--- config.mk ---
export PLATFORM = sky130hd
export DESIGN_NAME = sum_checked_frame_read_transaction_unit
export DESIGN_NICKNAME = d
export VERILOG_FILES = /design/src/hdl/scfr_pkg.sv /design/src/hdl/scfr_front.sv /design/src/hdl/scfr_queue.sv /design/src/hdl/scfr_back.sv /design/src/hdl/sum_checked_frame_read_transaction_unit.sv
export SDC_FILE = /design/constraint.sdc
export NUM_CORES = 1
export LEC_CHECK = 0
export BUFFER_PORTS_ARGS = -buffer_cell sky130_fd_sc_hd__buf_2
export CAP_MARGIN = 0
export CORE_MARGIN = 5
export CORE_UTILIZATION = 50
export CTS_CLUSTER_SIZE = 14
export DETAILED_ROUTE_END_ITERATION = 12
export HOLD_SLACK_MARGIN = 0.03
export PLACE_DENSITY = 0.65
export SLEW_MARGIN = 20
export SYNTH_ARGS = -nofsm -noshare
export SYNTH_HDL_FRONTEND = slang
export SYNTH_SLANG_ARGS = --single-unit
export TNS_END_PERCENT = 30
--- constraint.sdc ---
create_clock -name clk -period 5.7 [get_ports clk]
set_clock_uncertainty 0.2 [all_clocks]
set_input_delay 1.425 -clock clk [delete_from_list [all_inputs] [get_ports clk]]
set_output_delay 1.425 -clock clk [all_outputs]
set_load 0.05 [all_outputs]
--- src/hdl/scfr_pkg.sv ---
// Shared types and constants for the sum-checked frame read transaction unit.
// No dependencies; used by scfr_front, scfr_queue, scfr_back and the top level.
`timescale 1ns / 1ps
`default_nettype none

package scfr_pkg;

  // Input function codes, carried on the slave-side tuser.
  localparam logic [2:0] FUNC_OPEN  = 3'd0;
  localparam logic [2:0] FUNC_CLOSE = 3'd1;
  localparam logic [2:0] FUNC_READ  = 3'd2;
  localparam logic [2:0] FUNC_BYTE  = 3'd3;
  localparam logic [2:0] FUNC_TICK  = 3'd4;

  localparam logic [7:0] TYPE_BYTE_LONG  = 8'hAA;
  localparam logic [7:0] TYPE_BYTE_SHORT = 8'h55;

  localparam logic [15:0] TIMEOUT_RESET = 16'd100;

  // The read request goes out as five bytes.
  localparam logic [2:0] REQ_LAST = 3'd4;

  typedef enum logic [1:0] {
    KIND_TX      = 2'd0,
    KIND_FRAME   = 2'd1,
    KIND_TIMEOUT = 2'd2,
    KIND_REFUSED = 2'd3
  } kind_t;

  typedef enum logic [1:0] {
    MODE_CLOSED  = 2'd0,
    MODE_READY   = 2'd1,
    MODE_READING = 2'd2
  } mode_t;

  typedef enum logic [1:0] {
    TYPE_NONE  = 2'd0,
    TYPE_LONG  = 2'd1,
    TYPE_SHORT = 2'd2
  } frame_type_t;

  // One queued command from the front end to the back end.
  typedef struct packed {
    kind_t kind;
    logic  frame_type;
    logic  exact;
  } cmd_t;

  function automatic logic [7:0] request_byte(input logic [2:0] idx);
    logic [7:0] b;
    case (idx)
      3'd0:    b = 8'h38;
      3'd1:    b = 8'h02;
      3'd2:    b = 8'h00;
      3'd3:    b = 8'h00;
      3'd4:    b = 8'h02;
      default: b = 8'h00;
    endcase
    return b;
  endfunction

endpackage

`default_nettype wire

--- src/hdl/scfr_front.sv ---
// Front end: accepts input requests, runs the mode and frame state, and queues
// one command for every request that produces results. Depends on scfr_pkg.
`timescale 1ns / 1ps
`default_nettype none

module scfr_front #(
  parameter int LONG_ITEMS  = 24,
  parameter int SHORT_ITEMS = 16
) (
  input  wire             clk,
  input  wire             rst,
  input  wire             cfg_we,
  input  wire      [15:0] cfg_wdata,
  input  wire             in_valid,
  input  wire      [2:0]  in_func,
  input  wire      [7:0]  in_rx,
  input  wire             q_full,
  output logic            in_ready,
  output logic            push,
  output scfr_pkg::cmd_t  push_cmd
);

  scfr_pkg::mode_t       mode, mode_next;
  scfr_pkg::frame_type_t type_code, type_code_next;
  logic [7:0]  bytes_received, bytes_received_next;
  logic [7:0]  running_sum, running_sum_next;
  logic [15:0] idle_count, idle_count_next;
  logic [15:0] timeout_ticks;

  logic        accept;
  logic [7:0]  items;
  logic [7:0]  items_p1;
  logic [7:0]  items_p3;
  logic [7:0]  count;
  logic [15:0] idle_inc;

  assign in_ready = !q_full;
  assign accept   = in_valid && in_ready;

  always_comb begin
    case (type_code)
      scfr_pkg::TYPE_LONG:  items = 8'(LONG_ITEMS);
      scfr_pkg::TYPE_SHORT: items = 8'(SHORT_ITEMS);
      default:              items = 8'd0;
    endcase
  end

  assign items_p1 = items + 8'd1;
  assign items_p3 = items + 8'd3;
  assign count    = (bytes_received == 8'hFF) ? 8'hFF : bytes_received + 8'd1;
  assign idle_inc = (idle_count == 16'hFFFF) ? 16'hFFFF : idle_count + 16'd1;

  always_ff @(posedge clk) begin
    if (rst) begin
      mode           <= scfr_pkg::MODE_CLOSED;
      type_code      <= scfr_pkg::TYPE_NONE;
      bytes_received <= 8'd0;
      running_sum    <= 8'd0;
      idle_count     <= 16'd0;
      timeout_ticks  <= scfr_pkg::TIMEOUT_RESET;
    end else begin
      mode           <= mode_next;
      type_code      <= type_code_next;
      bytes_received <= bytes_received_next;
      running_sum    <= running_sum_next;
      idle_count     <= idle_count_next;
      if (cfg_we) begin
        timeout_ticks <= cfg_wdata;
      end
    end
  end

  always_comb begin
    logic clear;
    clear               = 1'b0;
    mode_next           = mode;
    type_code_next      = type_code;
    bytes_received_next = bytes_received;
    running_sum_next    = running_sum;
    idle_count_next     = idle_count;
    push                = 1'b0;
    push_cmd            = '0;
    if (accept) begin
      unique case (in_func)
        scfr_pkg::FUNC_OPEN: begin
          if (mode == scfr_pkg::MODE_CLOSED) begin
            mode_next = scfr_pkg::MODE_READY;
            clear     = 1'b1;
          end
        end
        scfr_pkg::FUNC_CLOSE: begin
          mode_next = scfr_pkg::MODE_CLOSED;
          clear     = 1'b1;
        end
        scfr_pkg::FUNC_READ: begin
          push = 1'b1;
          if (mode != scfr_pkg::MODE_READY) begin
            push_cmd.kind = scfr_pkg::KIND_REFUSED;
          end else begin
            push_cmd.kind = scfr_pkg::KIND_TX;
            mode_next     = scfr_pkg::MODE_READING;
            clear         = 1'b1;
          end
        end
        scfr_pkg::FUNC_BYTE: begin
          if (mode == scfr_pkg::MODE_READING) begin
            idle_count_next     = 16'd0;
            bytes_received_next = count;
            if (bytes_received == 8'd0) begin
              if (in_rx == scfr_pkg::TYPE_BYTE_LONG) begin
                type_code_next = scfr_pkg::TYPE_LONG;
              end else if (in_rx == scfr_pkg::TYPE_BYTE_SHORT) begin
                type_code_next = scfr_pkg::TYPE_SHORT;
              end else begin
                type_code_next = scfr_pkg::TYPE_NONE;
              end
            end else if (items != 8'd0) begin
              // Count byte and items are summed; later bytes are checksum candidates.
              if (bytes_received <= items_p1) begin
                running_sum_next = running_sum + in_rx;
              end else if (count >= items_p3 && in_rx == running_sum) begin
                push                = 1'b1;
                push_cmd.kind       = scfr_pkg::KIND_FRAME;
                push_cmd.frame_type = (type_code == scfr_pkg::TYPE_SHORT);
                push_cmd.exact      = (count == items_p3);
                mode_next           = scfr_pkg::MODE_READY;
                clear               = 1'b1;
              end
            end
          end
        end
        scfr_pkg::FUNC_TICK: begin
          if (mode == scfr_pkg::MODE_READING) begin
            idle_count_next = idle_inc;
            if (idle_inc >= timeout_ticks) begin
              push          = 1'b1;
              push_cmd.kind = scfr_pkg::KIND_TIMEOUT;
              mode_next     = scfr_pkg::MODE_READY;
              clear         = 1'b1;
            end
          end
        end
        default: begin
        end
      endcase
    end
    if (clear) begin
      type_code_next      = scfr_pkg::TYPE_NONE;
      bytes_received_next = 8'd0;
      running_sum_next    = 8'd0;
      idle_count_next     = 16'd0;
    end
  end

endmodule

`default_nettype wire

--- src/hdl/scfr_queue.sv ---
// Short command queue between the front and back ends.
// Depends on scfr_pkg for the command type.
`timescale 1ns / 1ps
`default_nettype none

module scfr_queue #(
  parameter int DEPTH = 4
) (
  input  wire             clk,
  input  wire             rst,
  input  wire             push,
  input  scfr_pkg::cmd_t  push_cmd,
  input  wire             pop,
  output logic            full,
  output logic            empty,
  output scfr_pkg::cmd_t  head
);

  localparam int AW = (DEPTH > 1) ? $clog2(DEPTH) : 1;
  localparam int CW = $clog2(DEPTH + 1);

  scfr_pkg::cmd_t store [DEPTH];
  logic [AW-1:0] wptr, rptr;
  logic [CW-1:0] fill;

  assign full  = (fill == CW'(DEPTH));
  assign empty = (fill == '0);
  assign head  = store[rptr];

  always_ff @(posedge clk) begin
    if (rst) begin
      wptr <= '0;
      rptr <= '0;
      fill <= '0;
    end else begin
      if (push) begin
        wptr <= (wptr == AW'(DEPTH - 1)) ? '0 : wptr + 1'b1;
      end
      if (pop) begin
        rptr <= (rptr == AW'(DEPTH - 1)) ? '0 : rptr + 1'b1;
      end
      if (push && !pop) begin
        fill <= fill + 1'b1;
      end else if (pop && !push) begin
        fill <= fill - 1'b1;
      end
    end
  end

  always_ff @(posedge clk) begin
    if (push) begin
      store[wptr] <= push_cmd;
    end
  end

endmodule

`default_nettype wire

--- src/hdl/scfr_back.sv ---
// Back end: expands queued commands into result beats into an output register.
// Depends on scfr_pkg for the command type and the request byte table.
`timescale 1ns / 1ps
`default_nettype none

module scfr_back (
  input  wire             clk,
  input  wire             rst,
  input  wire             q_empty,
  input  scfr_pkg::cmd_t  head,
  output logic            pop,
  output logic            out_valid,
  input  wire             out_ready,
  output logic [15:0]     out_data,
  output logic [1:0]      out_user,
  output logic            out_last
);

  logic [2:0] beat;
  logic       load;
  logic       last_beat;

  assign load      = !q_empty && (!out_valid || out_ready);
  assign last_beat = (head.kind != scfr_pkg::KIND_TX) || (beat == scfr_pkg::REQ_LAST);
  assign pop       = load && last_beat;

  always_ff @(posedge clk) begin
    if (rst) begin
      out_valid <= 1'b0;
      beat      <= '0;
    end else begin
      if (load) begin
        out_valid <= 1'b1;
        beat      <= last_beat ? 3'd0 : beat + 3'd1;
      end else if (out_ready) begin
        out_valid <= 1'b0;
      end
    end
  end

  always_ff @(posedge clk) begin
    if (load) begin
      out_user <= 2'(head.kind);
      out_last <= last_beat;
      if (head.kind == scfr_pkg::KIND_TX) begin
        out_data <= {8'd0, scfr_pkg::request_byte(beat)};
      end else begin
        out_data <= {6'd0, head.exact, head.frame_type, 8'd0};
      end
    end
  end

endmodule

`default_nettype wire

--- src/hdl/sum_checked_frame_read_transaction_unit.sv ---
// Top level of the sum-checked frame read transaction unit.
// Depends on scfr_pkg, scfr_front, scfr_queue and scfr_back.
//
//   channel   direction  payload
//   s_axis    in         tuser: func; tdata: rx_byte
//   m_axis    out        tuser: kind; tdata: tx_byte, frame_type, exact_length; tlast
//   cfg       in         timeout_ticks write, taken whenever cfg_we is high
//
// The front end takes one request per cycle while the command queue has room and
// updates the frame state in that same cycle. A read request accepted in ready mode
// yields five result beats, every other producing request one; the output register
// issues one beat per cycle while m_axis_tready holds, and results pass through
// the command queue and then the output register. Reset (rst, synchronous)
// closes the unit, empties the queue and sets the timeout to 100 ticks.
`timescale 1ns / 1ps
`default_nettype none

module sum_checked_frame_read_transaction_unit #(
  parameter int LONG_ITEMS  = 24,
  parameter int SHORT_ITEMS = 16,
  parameter int QUEUE_DEPTH = 4
) (
  input  wire         clk,
  input  wire         rst,
  input  wire         cfg_we,
  input  wire  [15:0] cfg_wdata,
  input  wire         s_axis_tvalid,
  output logic        s_axis_tready,
  input  wire  [7:0]  s_axis_tdata,   // [7:0] rx_byte
  input  wire  [2:0]  s_axis_tuser,   // [2:0] func
  output logic        m_axis_tvalid,
  input  wire         m_axis_tready,
  output logic [15:0] m_axis_tdata,   // [7:0] tx_byte, [8] frame_type, [9] exact_length
  output logic [1:0]  m_axis_tuser,   // [1:0] kind
  output logic        m_axis_tlast
);

  logic           push, pop, q_full, q_empty;
  scfr_pkg::cmd_t push_cmd, head;

  scfr_front #(
    .LONG_ITEMS (LONG_ITEMS),
    .SHORT_ITEMS(SHORT_ITEMS)
  ) u_front (
    .clk      (clk),
    .rst      (rst),
    .cfg_we   (cfg_we),
    .cfg_wdata(cfg_wdata),
    .in_valid (s_axis_tvalid),
    .in_func  (s_axis_tuser),
    .in_rx    (s_axis_tdata),
    .q_full   (q_full),
    .in_ready (s_axis_tready),
    .push     (push),
    .push_cmd (push_cmd)
  );

  scfr_queue #(
    .DEPTH(QUEUE_DEPTH)
  ) u_queue (
    .clk     (clk),
    .rst     (rst),
    .push    (push),
    .push_cmd(push_cmd),
    .pop     (pop),
    .full    (q_full),
    .empty   (q_empty),
    .head    (head)
  );

  scfr_back u_back (
    .clk      (clk),
    .rst      (rst),
    .q_empty  (q_empty),
    .head     (head),
    .pop      (pop),
    .out_valid(m_axis_tvalid),
    .out_ready(m_axis_tready),
    .out_data (m_axis_tdata),
    .out_user (m_axis_tuser),
    .out_last (m_axis_tlast)
  );

endmodule

`default_nettype wire
; ---- Word-level counts from Yosys, hierarchy flattened
; Memories as Yosys holds them, arrays and structs flattened. A register that Yosys moved wholly into a read port is not among the register bits.
; Index checks and enable logic that the tools add are counted.
[classes]
addsub = 10
magnitude_cmp = 3
n_eq_ne = 28
muxes = 54
bitwise_logic = 1
reduce_logical = 32
[ops]
columns = op, n
row1 = 16-bit two-way mux, 3
row2 = 2-bit two-way mux, 19
row3 = 16-bit case mux with 2 select lines, 1
row4 = 4-bit two-way mux, 5
row5 = "16-bit by 1-bit adder with 16-bit output, second input constant", 1
row6 = "16-bit equality test, second input constant", 1
row7 = 8-bit equality test, 2
row8 = "8-bit equality test, second input constant", 2
row9 = 16-bit greater-or-equal comparator, 1
row10 = 1-bit two-way mux, 15
row11 = "2-bit by 1-bit inequality test with 1-bit output, second input constant", 7
row12 = 3-bit two-way mux, 4
row13 = 6-bit case mux with 2 select lines, 1
row14 = 11-bit AND reduction, 1
row15 = 2-bit case mux with 5 select lines, 1
row16 = 5-bit case mux with 2 select lines, 1
row17 = "3-bit equality test, second input constant", 3
row18 = 3-bit logical NOT, 3
row19 = "8-bit by 1-bit adder with 8-bit output, second input constant", 1
row20 = 8-bit adder, 1
row21 = "2-bit equality test, second input constant", 4
row22 = "8-bit by 7-bit equality test with 1-bit output, second input constant", 1
row23 = 8-bit greater-or-equal comparator, 1
row24 = 8-bit less-or-equal comparator, 1
row25 = other kinds (26), 48
[word_totals]
register_bits = 82
mem_bits_rw = 16
input_bits = 32
n_memories = 1
[memory_table]
columns = memory, depth, width, rd, rd_ports_with_merged_regs, write_ports, line
row1 = u_queue.store, 4, 4, 1, 1, 1, scfr_queue.sv:22  ; scfr_pkg::cmd_t store [DEPTH];

; ---- Longest topological paths before layout
[depth]
ltp_word = 16
mapped_depth = 23
ltp_nobuf = 20

; ---- By module
; A second synthesis with hierarchy kept.
[unflattened]
hier_cells = 567
area_unflattened_um2 = 5333.9
[by_module_without_submodules]
columns = module, instances, cells_each, area_each_um2, seq_area_each_um2
row1 = scfr_front, 1, 450, 3727.3, 1041.0
row2 = scfr_queue, 1, 64, 1018.5, 660.6
row3 = scfr_back, 1, 53, 588.1, 290.3

; ---- Worst setup path before layout
; OpenSTA, ideal clock, no wires.
[synth_timing]
kind = input-to-reg
from = input port s_axis_tdata[3]
to = register u_queue.fill[2]
arrival_ns = 4.409
setup_slack_ns = 1.021
path_stages = 14
path_cell_list = ha_1 > or4_1 > nor4_1 > and4_1 > o311ai_4 > a21oi_1 > a21oi_1 > inv_1 > ha_1 > inv_1 > fa_1 > xor2_1 > or3_1 > a21oi_1
[synth_via]
elab_chain_cells = 12
elab_cells_between_ends = 14
cone_classes = eq/ne (1) / mux (8) / reduce/logical (5)
[synth_rtl]
columns = element, line
row1 = from (decl), sum_checked_frame_read_transaction_unit.sv:29  ; input wire [7:0] s_axis_tdata,
row2 = 8-bit equality test *, scfr_front.sv:121  ; end else if (count >= items_p3 && in_rx == running_sum) begin
row3 = 1-bit logical AND *, scfr_front.sv:121
row4 = 1-bit two-way mux *, scfr_front.sv:121
row5 = 1-bit two-way mux *, scfr_front.sv:119  ; if (bytes_received <= items_p1) begin
row6 = 1-bit two-way mux *, scfr_front.sv:117  ; end else if (items != 8'd0) begin
row7 = 1-bit two-way mux *, scfr_front.sv:109  ; if (bytes_received == 8'd0) begin
row8 = 1-bit two-way mux *, scfr_front.sv:106  ; if (mode == scfr_pkg::MODE_READING) begin
row9 = 1-bit case mux with 3 select lines *, scfr_front.sv:84  ; unique case (in_func)
row10 = 1-bit two-way mux *, scfr_front.sv:83  ; if (accept) begin
row11 = via push, sum_checked_frame_read_transaction_unit.sv:38  ; logic push, pop, q_full, q_empty;
row12 = 1-bit logical NOT, scfr_queue.sv:44  ; end else if (pop && !push) begin
row13 = 1-bit logical AND, scfr_queue.sv:44
row14 = 2-bit nonzero test (no line), n/a
row15 = to (signal assigned), scfr_queue.sv:43  ; fill <= fill + 1'b1;
row16 = to (signal assigned), scfr_queue.sv:45  ; fill <= fill - 1'b1;
row17 = to (decl), scfr_queue.sv:24  ; logic [CW-1:0] fill;
; The timed path passes the listed nets; every way through them passes the cells marked *.
; A chain may end at the register's enable or synchronous reset.

; ---- Worst setup path after layout
[layout_timing]
from = register u_front.idle_count[0]
to = register u_queue.fill[2]
[layout_via]
elab_chain_cells = 10
elab_cells_between_ends = 13
cone_classes = add/sub (1) / order compare (1) / eq/ne (1) / mux (6) / reduce/logical (4)
[layout_rtl]
columns = element, line
row1 = from (decl), scfr_front.sv:27  ; logic [15:0] idle_count, idle_count_next;
row2 = from (signal assigned), scfr_front.sv:66  ; idle_count <= idle_count_next;
row3 = 16-bit by 1-bit adder with 16-bit output or 16-bit equality test (tied branches), scfr_front.sv:51  ; assign idle_inc = (idle_count == 16'hFFFF) ? 16'hFFFF : idle_count + 16'd1;
row4 = 16-bit two-way mux *, scfr_front.sv:51
row5 = 16-bit greater-or-equal comparator *, scfr_front.sv:135  ; if (idle_inc >= timeout_ticks) begin
row6 = 1-bit two-way mux *, scfr_front.sv:135
row7 = 1-bit two-way mux *, scfr_front.sv:133  ; if (mode == scfr_pkg::MODE_READING) begin
row8 = 1-bit case mux with 3 select lines *, scfr_front.sv:84
row9 = 1-bit two-way mux *, scfr_front.sv:83
row10 = via push, sum_checked_frame_read_transaction_unit.sv:38
row11 = 1-bit logical NOT, scfr_queue.sv:44
row12 = 1-bit logical AND, scfr_queue.sv:44
row13 = 2-bit nonzero test (no line), n/a
; Marked as above.

==> out/metrics.cfg <==
[worst_setup_path]
critical_path.top_delay_family=simple AND/OR/NAND/NOR gates
timing.critical_path.cells=ha_1 > and3_1 > and3_1 > and3b_1 > nand4_1 > and2_1 > ha_1 > nand2b_1 > a211oi_1 > o21a_1 > o211ai_1 > o211a_1 > a21oi_1 > buf_4 > inv_1 > ha_1 > inv_1 > fa_1 > xor2_1 > or3_1 > a21oi_1
critical_path_peak_fanout=9
critical_path.endpoint_type=flop
cp_data_arrival_time_ps=4900
critical_path.startpoint_type=flop
cp_slowest_cell=fa_1
critical_path_rt_ps=5800
delay_of_the_slowest_cell_on_the_worst_path_ps=420
crit_type=reg2reg
crit_top_cell=ha_1
r2r_slack_ps=890
crit_buf_inv=3

[clock_tree]
clk-insertion-delay-late_ps=370
root_buffer=clkbuf_8
clkSinkCount=88
post-cts-setup-buffer-count=0
cts.repair.resized=0
cts_buffer_depth=2
numCtsBuffers=9
hold_buffers=0
cts_tree=done
cts-htree-levels=3
worst_setup_hold_path_clk_slew_ps=80

[timing]
setup_repair_after_global_routing_missed_its_margin=false
timing.final.crit_period_ps=4810
finalCritPeriodShare=0.843
maxSlewViolCount=0
post-route-worst-setup-slack_ps=894
worst_pin_slew_ps=585
maxSlewHeadroom=0.607
setup-tns-final_ps=0
hold_viol=0
finalHoldWorstSlack_ps=279
finalSetupViolations=0
max_freq_mhz=208

[yosys]
synth_cells=575
synth_simple_gate_area_frac=0.209
synth.area.mux_share=0.0584
ffs_latches_synth=88
asyncSetResetFlopFracSynth=0
synth_sequential_area_ratio=0.383
combinational_family_with_the_most_area_after_synthesis=simple AND/OR/NAND/NOR gates
yosys.area.top_type=dfxtp_1
yosysTopAreaCellShare=0.250
syn-cell-area_sq_mm=0.00520
synth_warnings=0
synth-main-ff-cell=dfxtp_1
netlist_top_cells_area=dfxtp_1 25%, edfxtp_1 13%, ha_1 10%
yosys.cell_types.count=59
syn_area_per_cell_sq_um=9.05
synth_adder_area_share=0.109
synth-compound-area-share=0.142
synth-edff-count=23
xor_xnor_share_of_the_synthesized_area=0.0303

[place]
preCtsSetupSlack_ps=613
gp_congestion=0.869
place.detailed.hpwl_um=8020
port-buffer-count=42

[final_layout]
multiInputGateArea_sq_mm=0.00289
filler_cell_count=969
antenna_cells_inserted=0
drive_gt1_frac=0.123
final_cell_mix=65 x dfxtp_1, 59 x nor2_1, 43 x a21oi_1, 42 x ha_1, 42 x buf_2
areaGrowthSynthToFinish_pct=9.21
area.sequential_sq_mm=0.00199
nets=682
final_core_utilization=0.556
mostFrequentLayoutCell=dfxtp_1

[grt]
met1_usage=0.225
gr-max-usage-layer=met2
grt_use_met2=0.295
global_route.usage.met3=0.0340
global_route_wire_length_before_repair_um=18300
gr-usage-all-layers=0.174
grt_max_degree=35
antenna_found_initial=0
global_route_overflow=0
first_global_vias=3948

[floorplanning]
placeableCoreArea_sq_mm=0.0102
row_count=37
width_of_the_die_um=112
io_pins=53
start_util=0.509
floorplan.die.height_um=112
fp.dieArea_sq_mm=0.0126

[detailed_routing]
drtPass1Iterations=5
routed-via-count=4137
drt_drc_violations_left=0
antenna_left=0
first_iter_violations=243
post_drt_wl_per_cell_um=14.2
drt-total-wl_um=10600
post_drt_via_cell_ratio=5.54

[power_and_ir_drop]
cellPowerDensity_mw_per_mm2=287
power_leakage_nw=2.36
worst_vdd_drop_uv=262

[job]
max_cap_viol_count=0

[min_path]
worst_hold_class=reg2reg

[run_status]
outcome=finished, final reports clean

[synth_stat cells (3+ instances only)]
library cell  number
buf_2              5
o211ai_1           7
and2_1             7
o22ai_1            3
xor2_1             9
nor4b_1            3
a22oi_1            3
xnor2_1            9
ha_1              42
buf_4             13
a31oi_1            5
nand4_1            4
o21ai_0           22
mux2_2             3
inv_1             41
and4_1             5
mux2i_1           18
nand2_1           38
a211oi_1           9
nor4_1             5
nor3_1            21
a21oi_1           43
nor2b_1           11
nand3_1           19
a21o_1             4
nor2_1            59
or3_1              5
buf_1              4
edfxtp_1          23
dfxtp_1           65
mux4_2             4
and3_1            11
clkbuf_1          11
nand2b_1           9
[path summary, 6_finish.rpt]
check / from / end / cells past startpoint
setup / recovery: u_front.idle_count[0] / u_queue.fill[2] / 21
hold / removal: u_back.out_valid / u_back.out_valid / 2
setup reg to reg: u_front.idle_count[0] / u_queue.fill[2] / 21
hold reg to reg: u_back.out_valid / u_back.out_valid / 2
[worst reg2reg max path: stages, from the launching register on]
cell and delay [ps]:
dfxtp_1 400, ha_1 240, and3_1 250, and3_1 360, and3b_1 290, nand4_1 150, and2_1 210, ha_1 260
nand2b_1 100, a211oi_1 80, o21a_1 210, o211ai_1 170, o211a_1 260, a21oi_1 60, buf_4 170, inv_1 50
ha_1 170, inv_1 70, fa_1 430, xor2_1 170, or3_1 300, a21oi_1 140
[per-stage QoR]
stage	std cells	instance area [sq um]	total power [mW]
detailed placement	731	5450	1.14
global placement	731	5450	1.13
floorplan	584	5240	1.07
finish	747	5680	1.63
CTS	747	5680	1.65
global route	747	5680	1.71
[registers in the layout, indices dropped and copies added, names as in the netlist, named ones only]
register	count
u_back.beat	3
u_back.out_data	4
u_back.out_last	1
u_back.out_user	2
u_back.out_valid	1
u_front.bytes_received	8
u_front.idle_count	16
u_front.mode	2
u_front.running_sum	8
u_front.timeout_ticks	16
u_front.type_code	2
u_queue.fill	3
u_queue.rptr	2
u_queue.store	16
u_queue.wptr	2
[cells by family after synthesis]
group	count (synthesis)
and+or+nand+nor	210
AOI/OAI and AO/OA	113
DFF	88
buffers and inverters	76
adders and majority gates	44
muxes	25
xor gates and xnor gates	18
other	1
[where the power goes]
part	internal, mW	leakage (nW)	total (mW)	switching [mW]
registers	0.703	0.743	0.736	0.0326
clock network	0.291	0.110	0.513	0.222
logic	0.108	1.50	0.383	0.275
total	1.10	2.36	1.63	0.529
[per-layer routing]
layer	vias up	share of wire
met3	13	0.036
met2	85	0.48
met4	0	0.014
met5	-	0
li1	2089	-
met1	1950	0.47
[cell type report]
class / instances / share of cell area
multi-input cells: 420 / 0.509
flip-flops and latches: 88 / 0.350
repair buffers: 46 / 0.0423
well taps: 136 / 0.0299
inverters: 41 / 0.0271
clock buffers: 11 / 0.0231
clock inverters: 5 / 0.0185
Note: power is estimated with default switching activity, not from simulation.
